[src/hw/rtl/ntwa_pkg.sv]
`timescale 1ns / 1ps
// ----------------------------------------------------------------------------
// ntwa_pkg: shared types and constants
// Command and result codes, table sizing and the request record that passes
// from the front end to the back end of the neighbor table.
// ----------------------------------------------------------------------------
package ntwa_pkg;

   localparam int TABLE_DEPTH = 16;
   localparam int SLOT_W      = $clog2(TABLE_DEPTH);
   localparam int CNT_W       = $clog2(TABLE_DEPTH + 1);
   localparam int QUEUE_DEPTH = 2;

   localparam logic [1:0] CMD_BEACON = 2'd0;
   localparam logic [1:0] CMD_TICK   = 2'd1;
   localparam logic [1:0] CMD_LIST   = 2'd2;

   localparam logic [2:0] KIND_UPDATED = 3'd0;
   localparam logic [2:0] KIND_INSERTED = 3'd1;
   localparam logic [2:0] KIND_DROPPED = 3'd2;
   localparam logic [2:0] KIND_TICK    = 3'd3;
   localparam logic [2:0] KIND_LISTED  = 3'd4;
   localparam logic [2:0] KIND_EMPTY   = 3'd5;

   localparam logic CSR_TIMEOUT = 1'b0;
   localparam logic CSR_PERIOD  = 1'b1;

   localparam logic [31:0] TIMEOUT_RESET = 32'd100;
   localparam logic [31:0] PERIOD_RESET  = 32'd10;

   // Request as handed from the front end to the back end.
   typedef struct packed {
      logic [1:0]   cmd;
      logic [47:0]  sender_id;
      logic [191:0] motion;
      logic [79:0]  place;
   } req_type;

endpackage

[src/hw/rtl/ntwa_front.sv]
`timescale 1ns / 1ps
// ----------------------------------------------------------------------------
// ntwa_front: request intake and queue
// Accepts requests, drops unused commands and holds the rest in a short
// queue for the back end.
// ----------------------------------------------------------------------------
module ntwa_front import ntwa_pkg::*; (
   input  logic          clock,
   input  logic          reset,
   input  logic          in_valid,
   output logic          in_stall,
   input  req_type       in_req,
   output logic          q_valid,
   input  logic          q_take,
   output req_type       q_req
);

   localparam int PTR_W = $clog2(QUEUE_DEPTH);

   req_type              mem_ff [QUEUE_DEPTH];
   logic [PTR_W-1:0]     wr_ptr_ff, wr_ptr_in;
   logic [PTR_W-1:0]     rd_ptr_ff, rd_ptr_in;
   logic [PTR_W:0]       fill_ff, fill_in;
   logic                 push, pop;

   // Unused command codes are accepted but never queued.
   assign in_stall = (fill_ff == PTR_W'(0) + (PTR_W+1)'(QUEUE_DEPTH));
   assign push     = in_valid && !in_stall && (in_req.cmd != 2'd3);
   assign pop      = q_take && q_valid;
   assign q_valid  = (fill_ff != '0);
   assign q_req    = mem_ff[rd_ptr_ff];

   always_comb begin
      wr_ptr_in = push ? wr_ptr_ff + PTR_W'(1) : wr_ptr_ff;
      rd_ptr_in = pop  ? rd_ptr_ff + PTR_W'(1) : rd_ptr_ff;
      fill_in   = fill_ff + (PTR_W+1)'(push) - (PTR_W+1)'(pop);
   end

   // Queue storage.
   always_ff @(posedge clock) begin
      if (push) begin
         mem_ff[wr_ptr_ff] <= in_req;
      end
   end

   always_ff @(posedge clock) begin
      if (reset) begin
         wr_ptr_ff <= '0;
         rd_ptr_ff <= '0;
         fill_ff   <= '0;
      end else begin
         wr_ptr_ff <= wr_ptr_in;
         rd_ptr_ff <= rd_ptr_in;
         fill_ff   <= fill_in;
      end
   end

endmodule

[src/hw/rtl/ntwa_back.sv]
`timescale 1ns / 1ps
// ----------------------------------------------------------------------------
// ntwa_back: table engine
// Holds the neighbor table, runs lookups, inserts, aging sweeps and listing,
// and drives the result register.
// ----------------------------------------------------------------------------
module ntwa_back import ntwa_pkg::*; (
   input  logic          clock,
   input  logic          reset,
   input  logic          q_valid,
   output logic          q_take,
   input  req_type       q_req,
   input  logic [31:0]   timeout_ticks,
   input  logic [31:0]   cleanup_period_ticks,
   output logic          out_valid,
   input  logic          out_stall,
   output logic [2:0]    out_kind,
   output logic [47:0]   out_id,
   output logic [31:0]   out_total,
   output logic [6:0]    out_removed,
   output logic          out_last
);

   localparam logic [1:0] ST_IDLE = 2'd0;
   localparam logic [1:0] ST_EXEC = 2'd1;
   localparam logic [1:0] ST_LIST = 2'd2;

   logic [1:0]              state_ff, state_in;
   req_type                 cur_ff;
   logic [TABLE_DEPTH-1:0]  valid_ff, valid_in;
   logic [47:0]             id_ff    [TABLE_DEPTH];
   logic [31:0]             stamp_ff [TABLE_DEPTH];
   logic [31:0]             count_ff [TABLE_DEPTH];
   logic [191:0]            motion_ff[TABLE_DEPTH];
   logic [79:0]             place_ff [TABLE_DEPTH];
   logic [31:0]             clock_ff, clock_in;
   logic [31:0]             countdown_ff, countdown_in;
   logic [TABLE_DEPTH-1:0]  pend_ff, pend_in;

   logic                    rv_ff, rv_in;
   logic [2:0]              rkind_ff, rkind_in;
   logic [47:0]             rid_ff, rid_in;
   logic [31:0]             rtot_ff, rtot_in;
   logic [6:0]              rrem_ff, rrem_in;
   logic                    rlast_ff, rlast_in;

   logic [TABLE_DEPTH-1:0]  hit_vec, aged_vec;
   logic                    hit_any, free_any;
   logic [SLOT_W-1:0]       hit_idx, free_idx, list_idx, wr_idx;
   logic                    wr_en;
   logic [31:0]             wr_count;
   logic [31:0]             tick_next;
   logic [CNT_W-1:0]        aged_cnt;
   logic [TABLE_DEPTH-1:0]  pend_rest;
   logic                    out_free;

   assign out_free = !rv_ff || !out_stall;
   assign tick_next = clock_ff + 32'd1;

   // Parallel compare and priority pick over the slots.
   always_comb begin
      hit_any  = 1'b0;
      free_any = 1'b0;
      hit_idx  = '0;
      free_idx = '0;
      list_idx = '0;
      aged_cnt = '0;
      for (int s = TABLE_DEPTH - 1; s >= 0; s--) begin
         hit_vec[s]  = valid_ff[s] && (id_ff[s] == cur_ff.sender_id);
         aged_vec[s] = valid_ff[s] && ((tick_next - stamp_ff[s]) > timeout_ticks);
         if (hit_vec[s]) begin
            hit_any = 1'b1;
            hit_idx = SLOT_W'(s);
         end
         if (!valid_ff[s]) begin
            free_any = 1'b1;
            free_idx = SLOT_W'(s);
         end
         if (pend_ff[s]) begin
            list_idx = SLOT_W'(s);
         end
      end
      for (int s = 0; s < TABLE_DEPTH; s++) begin
         aged_cnt = aged_cnt + CNT_W'(aged_vec[s]);
      end
      pend_rest = pend_ff & ~(TABLE_DEPTH'(1) << list_idx);
   end

   // Sequencer.
   always_comb begin
      state_in     = state_ff;
      valid_in     = valid_ff;
      clock_in     = clock_ff;
      countdown_in = countdown_ff;
      pend_in      = pend_ff;
      q_take       = 1'b0;
      wr_en        = 1'b0;
      wr_idx       = hit_idx;
      wr_count     = 32'd1;
      rv_in        = rv_ff && out_stall;
      rkind_in     = rkind_ff;
      rid_in       = rid_ff;
      rtot_in      = rtot_ff;
      rrem_in      = rrem_ff;
      rlast_in     = rlast_ff;
      case (state_ff)
         ST_IDLE: begin
            if (q_valid) begin
               q_take   = 1'b1;
               state_in = ST_EXEC;
            end
         end
         ST_EXEC: begin
            if (out_free) begin
               rv_in    = 1'b1;
               rid_in   = '0;
               rtot_in  = '0;
               rrem_in  = '0;
               rlast_in = 1'b1;
               state_in = ST_IDLE;
               case (cur_ff.cmd)
                  CMD_BEACON: begin
                     rid_in = cur_ff.sender_id;
                     if (hit_any) begin
                        wr_en    = 1'b1;
                        wr_count = (count_ff[hit_idx] == 32'hFFFF_FFFF) ?
                                   count_ff[hit_idx] : count_ff[hit_idx] + 32'd1;
                        rkind_in = KIND_UPDATED;
                        rtot_in  = wr_count;
                     end else if (free_any) begin
                        wr_en    = 1'b1;
                        wr_idx   = free_idx;
                        valid_in[free_idx] = 1'b1;
                        rkind_in = KIND_INSERTED;
                        rtot_in  = 32'd1;
                     end else begin
                        rkind_in = KIND_DROPPED;
                     end
                  end
                  CMD_TICK: begin
                     clock_in = tick_next;
                     rkind_in = KIND_TICK;
                     if (countdown_ff <= 32'd1) begin
                        valid_in     = valid_ff & ~aged_vec;
                        rrem_in      = 7'(aged_cnt);
                        countdown_in = cleanup_period_ticks;
                     end else begin
                        countdown_in = countdown_ff - 32'd1;
                     end
                  end
                  default: begin
                     if (valid_ff == '0) begin
                        rkind_in = KIND_EMPTY;
                     end else begin
                        rv_in    = 1'b0;
                        pend_in  = valid_ff;
                        state_in = ST_LIST;
                     end
                  end
               endcase
            end
         end
         ST_LIST: begin
            if (out_free) begin
               rv_in    = 1'b1;
               rkind_in = KIND_LISTED;
               rid_in   = id_ff[list_idx];
               rtot_in  = count_ff[list_idx];
               rrem_in  = '0;
               rlast_in = (pend_rest == '0);
               pend_in  = pend_rest;
               if (pend_rest == '0) begin
                  state_in = ST_IDLE;
               end
            end
         end
         default: begin
            state_in = ST_IDLE;
         end
      endcase
   end

   // Table payload.
   always_ff @(posedge clock) begin
      if (q_take) begin
         cur_ff <= q_req;
      end
      if (wr_en) begin
         id_ff[wr_idx]     <= cur_ff.sender_id;
         stamp_ff[wr_idx]  <= clock_ff;
         count_ff[wr_idx]  <= wr_count;
         motion_ff[wr_idx] <= cur_ff.motion;
         place_ff[wr_idx]  <= cur_ff.place;
      end
      rkind_ff <= rkind_in;
      rid_ff   <= rid_in;
      rtot_ff  <= rtot_in;
      rrem_ff  <= rrem_in;
      rlast_ff <= rlast_in;
   end

   // Control state.
   always_ff @(posedge clock) begin
      if (reset) begin
         state_ff     <= ST_IDLE;
         valid_ff     <= '0;
         clock_ff     <= '0;
         countdown_ff <= PERIOD_RESET;
         pend_ff      <= '0;
         rv_ff        <= 1'b0;
      end else begin
         state_ff     <= state_in;
         valid_ff     <= valid_in;
         clock_ff     <= clock_in;
         countdown_ff <= countdown_in;
         pend_ff      <= pend_in;
         rv_ff        <= rv_in;
      end
   end

   assign out_valid   = rv_ff;
   assign out_kind    = rkind_ff;
   assign out_id      = rid_ff;
   assign out_total   = rtot_ff;
   assign out_removed = rrem_ff;
   assign out_last    = rlast_ff;

endmodule

[src/hw/rtl/neighbor_table_with_aging.sv]
`timescale 1ns / 1ps
// ----------------------------------------------------------------------------
// neighbor_table_with_aging: keyed neighbor table with periodic aging
// Top level: configuration registers, request queue and table engine.
// A beacon or tick result is registered after the request passes the
// queue and the engine's fetch and execute steps; the engine finishes one
// request before taking the next, and a list yields one response per id.
// Reset clears the table, the tick clock and the registers to defaults.
// ----------------------------------------------------------------------------
module neighbor_table_with_aging import ntwa_pkg::*; (
   input  logic          clock,
   input  logic          reset,
   input  logic          req_valid,
   output logic          req_stall,
   input  logic [1:0]    req_cmd,
   input  logic [47:0]   req_sender_id,
   input  logic signed [31:0] req_pos_x,
   input  logic signed [31:0] req_pos_y,
   input  logic signed [31:0] req_pos_z,
   input  logic signed [31:0] req_vel_x,
   input  logic signed [31:0] req_vel_y,
   input  logic signed [31:0] req_vel_z,
   input  logic signed [15:0] req_cell_i,
   input  logic signed [15:0] req_cell_j,
   input  logic [15:0]   req_road_number,
   input  logic signed [31:0] req_road_param,
   output logic          rsp_valid,
   input  logic          rsp_stall,
   output logic [2:0]    rsp_out_kind,
   output logic [47:0]   rsp_neighbor_id,
   output logic [31:0]   rsp_beacon_total,
   output logic [6:0]    rsp_removed_count,
   output logic          rsp_last,
   input  logic          csr_valid,
   output logic          csr_ready,
   input  logic          csr_index,
   input  logic [31:0]   csr_data
);

   logic [31:0] timeout_ff, period_ff;
   req_type     in_req, q_req;
   logic        q_valid, q_take;

   assign csr_ready = 1'b1;

   // Configuration registers.
   always_ff @(posedge clock) begin
      if (reset) begin
         timeout_ff <= TIMEOUT_RESET;
         period_ff  <= PERIOD_RESET;
      end else if (csr_valid) begin
         case (csr_index)
            CSR_TIMEOUT: timeout_ff <= csr_data;
            CSR_PERIOD:  period_ff  <= csr_data;
            default:     timeout_ff <= timeout_ff;
         endcase
      end
   end

   assign in_req.cmd       = req_cmd;
   assign in_req.sender_id = req_sender_id;
   assign in_req.motion    = {req_pos_x, req_pos_y, req_pos_z,
                              req_vel_x, req_vel_y, req_vel_z};
   assign in_req.place     = {req_cell_i, req_cell_j, req_road_number, req_road_param};

   ntwa_front u_front (
      .clock    (clock),
      .reset    (reset),
      .in_valid (req_valid),
      .in_stall (req_stall),
      .in_req   (in_req),
      .q_valid  (q_valid),
      .q_take   (q_take),
      .q_req    (q_req)
   );

   ntwa_back u_back (
      .clock                (clock),
      .reset                (reset),
      .q_valid              (q_valid),
      .q_take               (q_take),
      .q_req                (q_req),
      .timeout_ticks        (timeout_ff),
      .cleanup_period_ticks (period_ff),
      .out_valid            (rsp_valid),
      .out_stall            (rsp_stall),
      .out_kind             (rsp_out_kind),
      .out_id               (rsp_neighbor_id),
      .out_total            (rsp_beacon_total),
      .out_removed          (rsp_removed_count),
      .out_last             (rsp_last)
   );

endmodule

[config.mk]
export PLATFORM = sky130hd
export DESIGN_NAME = neighbor_table_with_aging
export DESIGN_NICKNAME = d
export VERILOG_FILES = /design/src/hw/rtl/ntwa_pkg.sv /design/src/hw/rtl/ntwa_front.sv /design/src/hw/rtl/ntwa_back.sv /design/src/hw/rtl/neighbor_table_with_aging.sv
export SDC_FILE = /design/constraint.sdc
export NUM_CORES = 2
export LEC_CHECK = 0
export BUFFER_PORTS_ARGS = -buffer_cell sky130_fd_sc_hd__clkbuf_2
export CORE_MARGIN = 2
export CORE_UTILIZATION = 40
export CTS_CLUSTER_DIAMETER = 30
export DETAILED_ROUTE_END_ITERATION = 10
export GPL_ROUTABILITY_DRIVEN = 0
export PLACE_DENSITY = 0.55
export SETUP_SLACK_MARGIN = 0.2
export SYNTH_ARGS = -nofsm -noshare
export SYNTH_HDL_FRONTEND = slang
export SYNTH_HIERARCHICAL = 1
export SYNTH_SLANG_ARGS = --single-unit
[constraint.sdc]
create_clock -name clock -period 21.3 [get_ports clock]
set_input_delay 2.13 -clock clock [delete_from_list [all_inputs] [get_ports clock]]
set_output_delay 2.13 -clock clock [all_outputs]
set_load 0.1 [all_outputs]
== Word level (Yosys, flattened, before mapping) ==
Memory sizes are Yosys's and may differ from the RTL's. A register that Yosys moved wholly into a read port is not among the register bits.
Index checks and enable logic that the tools add are counted.

* Bits in latches: 0
* Output and inout port bits: 94
* Bits of input ports: 360
* Bits in read-only memories: 0
* Memories: 4
* Register bits after elaboration: 258
* Logic and storage cells: 323
* Memory bits (writable): 2436

{| class="wikitable"
|+ Memories
! memory !! depth !! bits a word !! rd ports !! clocked after memory_dff !! write ports !! line !! source
|-
| u_back.id_ff || 16 || 48 || 17 || 0 || 1 || ntwa_back.sv:31 || <nowiki>logic [47:0] id_ff [TABLE_DEPTH];</nowiki>
|-
| u_front.mem_ff || 2 || 322 || 1 || 1 || 1 || ntwa_front.sv:20 || <nowiki>req_type mem_ff [QUEUE_DEPTH];</nowiki>
|-
| u_back.count_ff || 16 || 32 || 2 || 0 || 1 || ntwa_back.sv:33 || <nowiki>logic [31:0] count_ff [TABLE_DEPTH];</nowiki>
|-
| u_back.stamp_ff || 16 || 32 || 16 || 0 || 1 || ntwa_back.sv:32 || <nowiki>logic [31:0] stamp_ff [TABLE_DEPTH];</nowiki>
|}

* Equal/unequal tests: 32
* Div/mod/pow operators: 0
* Reductions and logical operators: 57
* $mul: 0
* Bitwise gates (word level): 6
* Shifts and indexed selects: 1
* Muxes and demuxes: 150
* Magnitude comparators: 19
* Add/sub/neg operators: 38

{| class="wikitable"
|+ Operators by type and width
! kind !! count
|-
| == test 48 bit || 16
|-
| greater-than comparator 32 bit || 16
|-
| subtractor 32 bit || 16
|-
| two-way mux 32 bit || 10
|-
| two-way mux 4 bit || 53
|-
| two-way mux 48 bit || 3
|-
| two-way mux 16 bit || 7
|-
| case mux 48 bit (2 select lines) || 1
|-
| adder 5 x 1 -> 5 bit || 14
|-
| adder 32 x 1 -> 32 bit (second input constant) || 2
|-
| case mux 16 bit (2 select lines) || 2
|-
| case mux 32 bit (2 select lines) || 1
|-
| two-way mux 1 bit || 51
|-
| logical AND 1 bit || 37
|-
| bitwise AND 16 bit || 2
|-
| == test 32 bit (second input constant) || 1
|-
| less-or-equal comparator 32 x 1 -> 1 bit (second input constant) || 1
|-
| logical NOT 16 bit || 2
|-
| NOT 16 bit || 2
|-
| subtractor 32 x 1 -> 32 bit (second input constant) || 1
|-
| two-way mux 7 bit || 3
|-
| OR 16 bit || 1
|-
| << shifter 1 x 4 -> 16 bit (first input constant) || 1
|-
| two-way mux 2 bit || 7
|-
| other kinds (29) || 53
|}

== Logic depth before layout (Yosys ltp) ==
An unclocked memory read counts as a cell.

* Word-level depth: 26
* Mapped depth: 46
* Depth with buffers taken out: 46

== Modules after synthesis ==
The synthesis kept the hierarchy.

{| class="wikitable"
|+ By module, submodules not included
! module !! instances !! cells each !! area each (µm²) !! seq. area each (µm²)
|-
| ntwa_back || 1 || 13017 || 130856.8 || 59967.5
|-
| ntwa_front || 1 || 1029 || 23667.7 || 19438.6
|-
| neighbor_table_with_aging || 1 || 251 || 2655.0 || 1281.2
|}

== Least setup slack after synthesis ==
No wires, ideal clock.

* Path kind: in2reg
* Start point: in req_cmd[0]
* End point: mem u_front/mem_ff[0][0] (netlist bit) (enable)
* Required time: 20289 ps
* Setup slack: 4633 ps
* Path buffers: 0
* Stages on the path: 3
* Data arrival time: 15655 ps
* Setup time: 1011 ps
* Cells stage by stage: nand2_1 -> nand3b_4 -> nor2_1

* Word-level cells in the longest chain between the ends: 4

{| class="wikitable"
|+ Ends and longest elaborated chain
! item !! line !! source
|-
| start: declaration || neighbor_table_with_aging.sv:15 || <nowiki>input logic [1:0] req_cmd,</nowiki>
|-
| != test 2 bit || ntwa_front.sv:28 || <nowiki>assign push = in_valid && !in_stall && (in_req.cmd != 2'd3);</nowiki>
|-
| logical AND 1 bit || ntwa_front.sv:28 ||
|-
| two-way mux 1 bit || ntwa_front.sv:41 || <nowiki>if (push) begin</nowiki>
|-
| two-way mux 1 bit (implied by the code) || ntwa_front.sv:42 || <nowiki>mem_ff[wr_ptr_ff] <= in_req;</nowiki>
|-
| end: declaration || ntwa_front.sv:20 ||
|}

Every way passes these cells.

== Worst setup path in the final report ==
* Start point: reg u_back.clock_ff[2]
* End point: reg u_back.rrem_ff[2] (netlist: u_back/out_removed[2]) (data pin)

* Word-level cells in the longest chain between the ends: 23
* Elaborated cells between the ends (all ways): 68
* Those cells by class: 32 x add/sub; 16 x order compare; 4 x mux; 16 x reduce/logical

{| class="wikitable"
|+ Ends and longest elaborated chain
! item !! line !! source
|-
| start: declaration || ntwa_back.sv:36 || <nowiki>logic [31:0] clock_ff, clock_in;</nowiki>
|-
| start signal: assignment || ntwa_back.sv:214 || <nowiki>clock_ff <= clock_in;</nowiki>
|-
| adder 32 x 1 -> 32 bit * || ntwa_back.sv:58 || <nowiki>assign tick_next = clock_ff + 32'd1;</nowiki>
|-
| named net u_back.tick_next[3] || ntwa_back.sv:52 || <nowiki>logic [31:0] tick_next;</nowiki>
|-
| subtractor 32 bit || ntwa_back.sv:70 || <nowiki>aged_vec[s] = valid_ff[s] && ((tick_next - stamp_ff[s]) > timeout_ticks);</nowiki>
|-
| greater-than comparator 32 bit || ntwa_back.sv:70 ||
|-
| logical AND 1 bit || ntwa_back.sv:70 ||
|-
| adder 1 x 1 -> 2 bit || ntwa_back.sv:84 || <nowiki>aged_cnt = aged_cnt + CNT_W'(aged_vec[s]);</nowiki>
|-
| adder 5 x 1 -> 5 bit (13 in series) || ntwa_back.sv:84 ||
|-
| adder 5 x 1 -> 5 bit * || ntwa_back.sv:84 ||
|-
| two-way mux 5 bit * || ntwa_back.sv:143 || <nowiki>if (countdown_ff <= 32'd1) begin</nowiki>
|-
| two-way mux 7 bit * || ntwa_back.sv:121 || <nowiki>case (cur_ff.cmd)</nowiki>
|-
| two-way mux 7 bit * || ntwa_back.sv:114 || <nowiki>if (out_free) begin</nowiki>
|-
| case mux 7 bit (2 select lines) * || ntwa_back.sv:106 || <nowiki>case (state_ff)</nowiki>
|-
| end signal: assignment || ntwa_back.sv:198 || <nowiki>rrem_ff <= rrem_in;</nowiki>
|-
| end: declaration || ntwa_back.sv:44 || <nowiki>logic [6:0] rrem_ff, rrem_in;</nowiki>
|}

The timed path passes the listed nets; every way through them passes the cells marked *. The select of a mux whose other input is x is not followed.
A chain may end at the register's enable or synchronous reset.

==> impl_results.md <==
* Pwr Total at 0.0184 W
* Post-Syn Area at 0.137 mm2
* Clock sink count at 2199
* Post-CTS Setup Repair Bufs at 0
* Avg Cell Area, Syn at between 10 and 15 um2
* Dpl ws at 8990 ps
* First-pass detailed-route iteration total at 6
* Clock Pin Slew Worst Setup and Hold Paths at 40 ps
* CP arrival at 13140 ps
* Final WS setup at 8960 ps
* GRT overflow at 0
* CP Capture Type: flip-flop
* Slew Limit Headroom at -2.99%
* RSZ-0062 raised after global routing: no
* Crit path max fanout at 20
* DR vias at 110000
* GRT Overall Usage at 28.6%
* Starting density of the core at between 40% and 50%
* Final HPWL DP at approximately 350 mm
* CTS tree: yes
* Final Routed Wirelength at about 510 mm
* Antenna Nets Post-Route at 0
* Failing checks: capacitance limit, slew limit
* Max stage delay on crit path at ~1100 ps
* Vias in the first global route at around 110k
* Yosys Warn Count at 6
* Worst hold path class: flip-flop to flip-flop
* Die area at 0.348 mm2
* Fmax at 81.1 MHz
* Via count normalized by instance count at 5.78
* CP required at between 20000 and 25000 ps
* First-pass GRT wire length at 728 mm
* Hold Fails Final Rpt at 0
* Max VDD drop at roughly 110 uV
* Setup Viol. Count Final at 0
* Fraction of layout cells with a size suffix above 1 at 11.3%
* Layout area overhead at 19.7%
* Total negative slack at 0 ps
* # nets final at 15400
* Hold Buf Count CTS at 0
* Post-CTS sizing at 0
* Htree depth at 6
* CORE AREA at 0.342 mm2
* Worst Reg-to-Reg Cells at 42
* Clock Latency Late Sink at 1090 ps
* Max_cap viols at 1
* Total CTS buffers at 594
* Leakage at 62.7 nW
* Slew Limit Fails at 2
* Die width at 590 um
* Pwr per Cell Area at around 110 mW/mm2
* Residual DRC at 0
* Post-DR wirelength/cell at 26.9 um
* CP startpoint kind: flip-flop
* Hold depth at 2
* CTS max path bufs at 4
* Initial antenna violation count at 25
* Slew at the pin with the worst max-slew slack at between 1500 and 2000 ps
* Largest net degree at the start of global routing at 188
* Tmin final at 12340 ps
* I/O Buffers at 178
* Critical path type: flip-flop to flip-flop
* Clock Skew at about 140 ps
* Mapped Cells at 13500
* Io pins at 454
* Slowest cell on the critical path: dfxtp_1
* Outcome: finished, violations left
* FP Rows at about 220
* Iter 0 DRT Violations at 11700
* Die height at 590 um
* CTS root buf: clkbuf_16
* Period utilization at 57.9%
[per-stage QoR]
step / util (%) / cell area, um2 / instances / hold WS, ps
after floorplan: - / 137000 / 13500 / 435
after global placement: 42.1 / 144000 / 17900 / 458
after detailed placement: 42.1 / 144000 / 17900 / 461
after CTS: 48.0 / 164000 / 19000 / 472
after global routing: 48.0 / 164000 / 19000 / 485
final: 48.0 / 165000 / 19000 / 468
[final cells by class]
type	instances	area (um2)
diodes	16	40.0
repair buffers	492	3360
clock inverters	378	4660
flip-flops and latches	2199	64400
clock buffers	702	15500
inverters	726	2730
multi-input cells	9975	68200
well taps	4557	5700
fillers	31500	178000
[cell usage in the layout, fill, tap and decap left out, drive strengths merged, types with 392 or more instances in the layout]
cell type,n
a21oi,691
edfxtp,2031
clkbuf,880
inv,755
nand3,578
xnor2,854
ha,1022
nand2b,447
nand2,1865
nor2,621
o21ai,392
[flip-flops by register name, indices dropped and copies added, names as in the netlist, 48 cells and up, named ones only]
signal,count
u_back/cur_ff,50
u_back/id_ff,768
u_back/out_id,48
u_back/count_ff,512
u_back/stamp_ff,512
u_front/mem_ff,100
[metal layers]
layer,wire length [um],vias up,global-route usage [%]
met5,41,-,0
met4,35600,6,18.1
met3,43600,1205,5.32
met2,232000,5084,45.8
met1,202000,53200,35.6
li1,-,50600,-
[report_power, final]
| part | switching (W) | internal [W] | leakage (nW) |
|---|---|---|---|
| Clock | 0.00288 | 0.00604 | 9.64 |
| Combinational | 0.00303 | 0.00124 | 33.2 |
| Sequential | 0.000138 | 0.00512 | 19.9 |
| Total | 0.00605 | 0.0124 | 62.7 |
[critical path, delay by kind of cell (launching register included)]
family                     cells  cell delay (ps)
AOI/OAI and AO/OA             18             5080
DFF                            1             1060
xor gates and xnor gates       2              830
and+or+nand+nor               10             1390
adders and majority gates      8             3140
buffers and inverters          4              620
[worst paths after layout]
path,start,end,slack [ps]
setup reg to reg,u_back/clock_ff[2]$_SDFFE_PP0P_,u_back/out_removed[2]$_SDFFCE_PP0P_,8960
hold reg to reg,timeout_ff[18]$_SDFFE_PP0P_,timeout_ff[18]$_SDFFE_PP0P_,470
setup / recovery,u_back/clock_ff[2]$_SDFFE_PP0P_,u_back/out_removed[2]$_SDFFCE_PP0P_,8960
hold / removal,timeout_ff[18]$_SDFFE_PP0P_,timeout_ff[18]$_SDFFE_PP0P_,470
No activity file was read; power rests on OpenSTA's default activity.
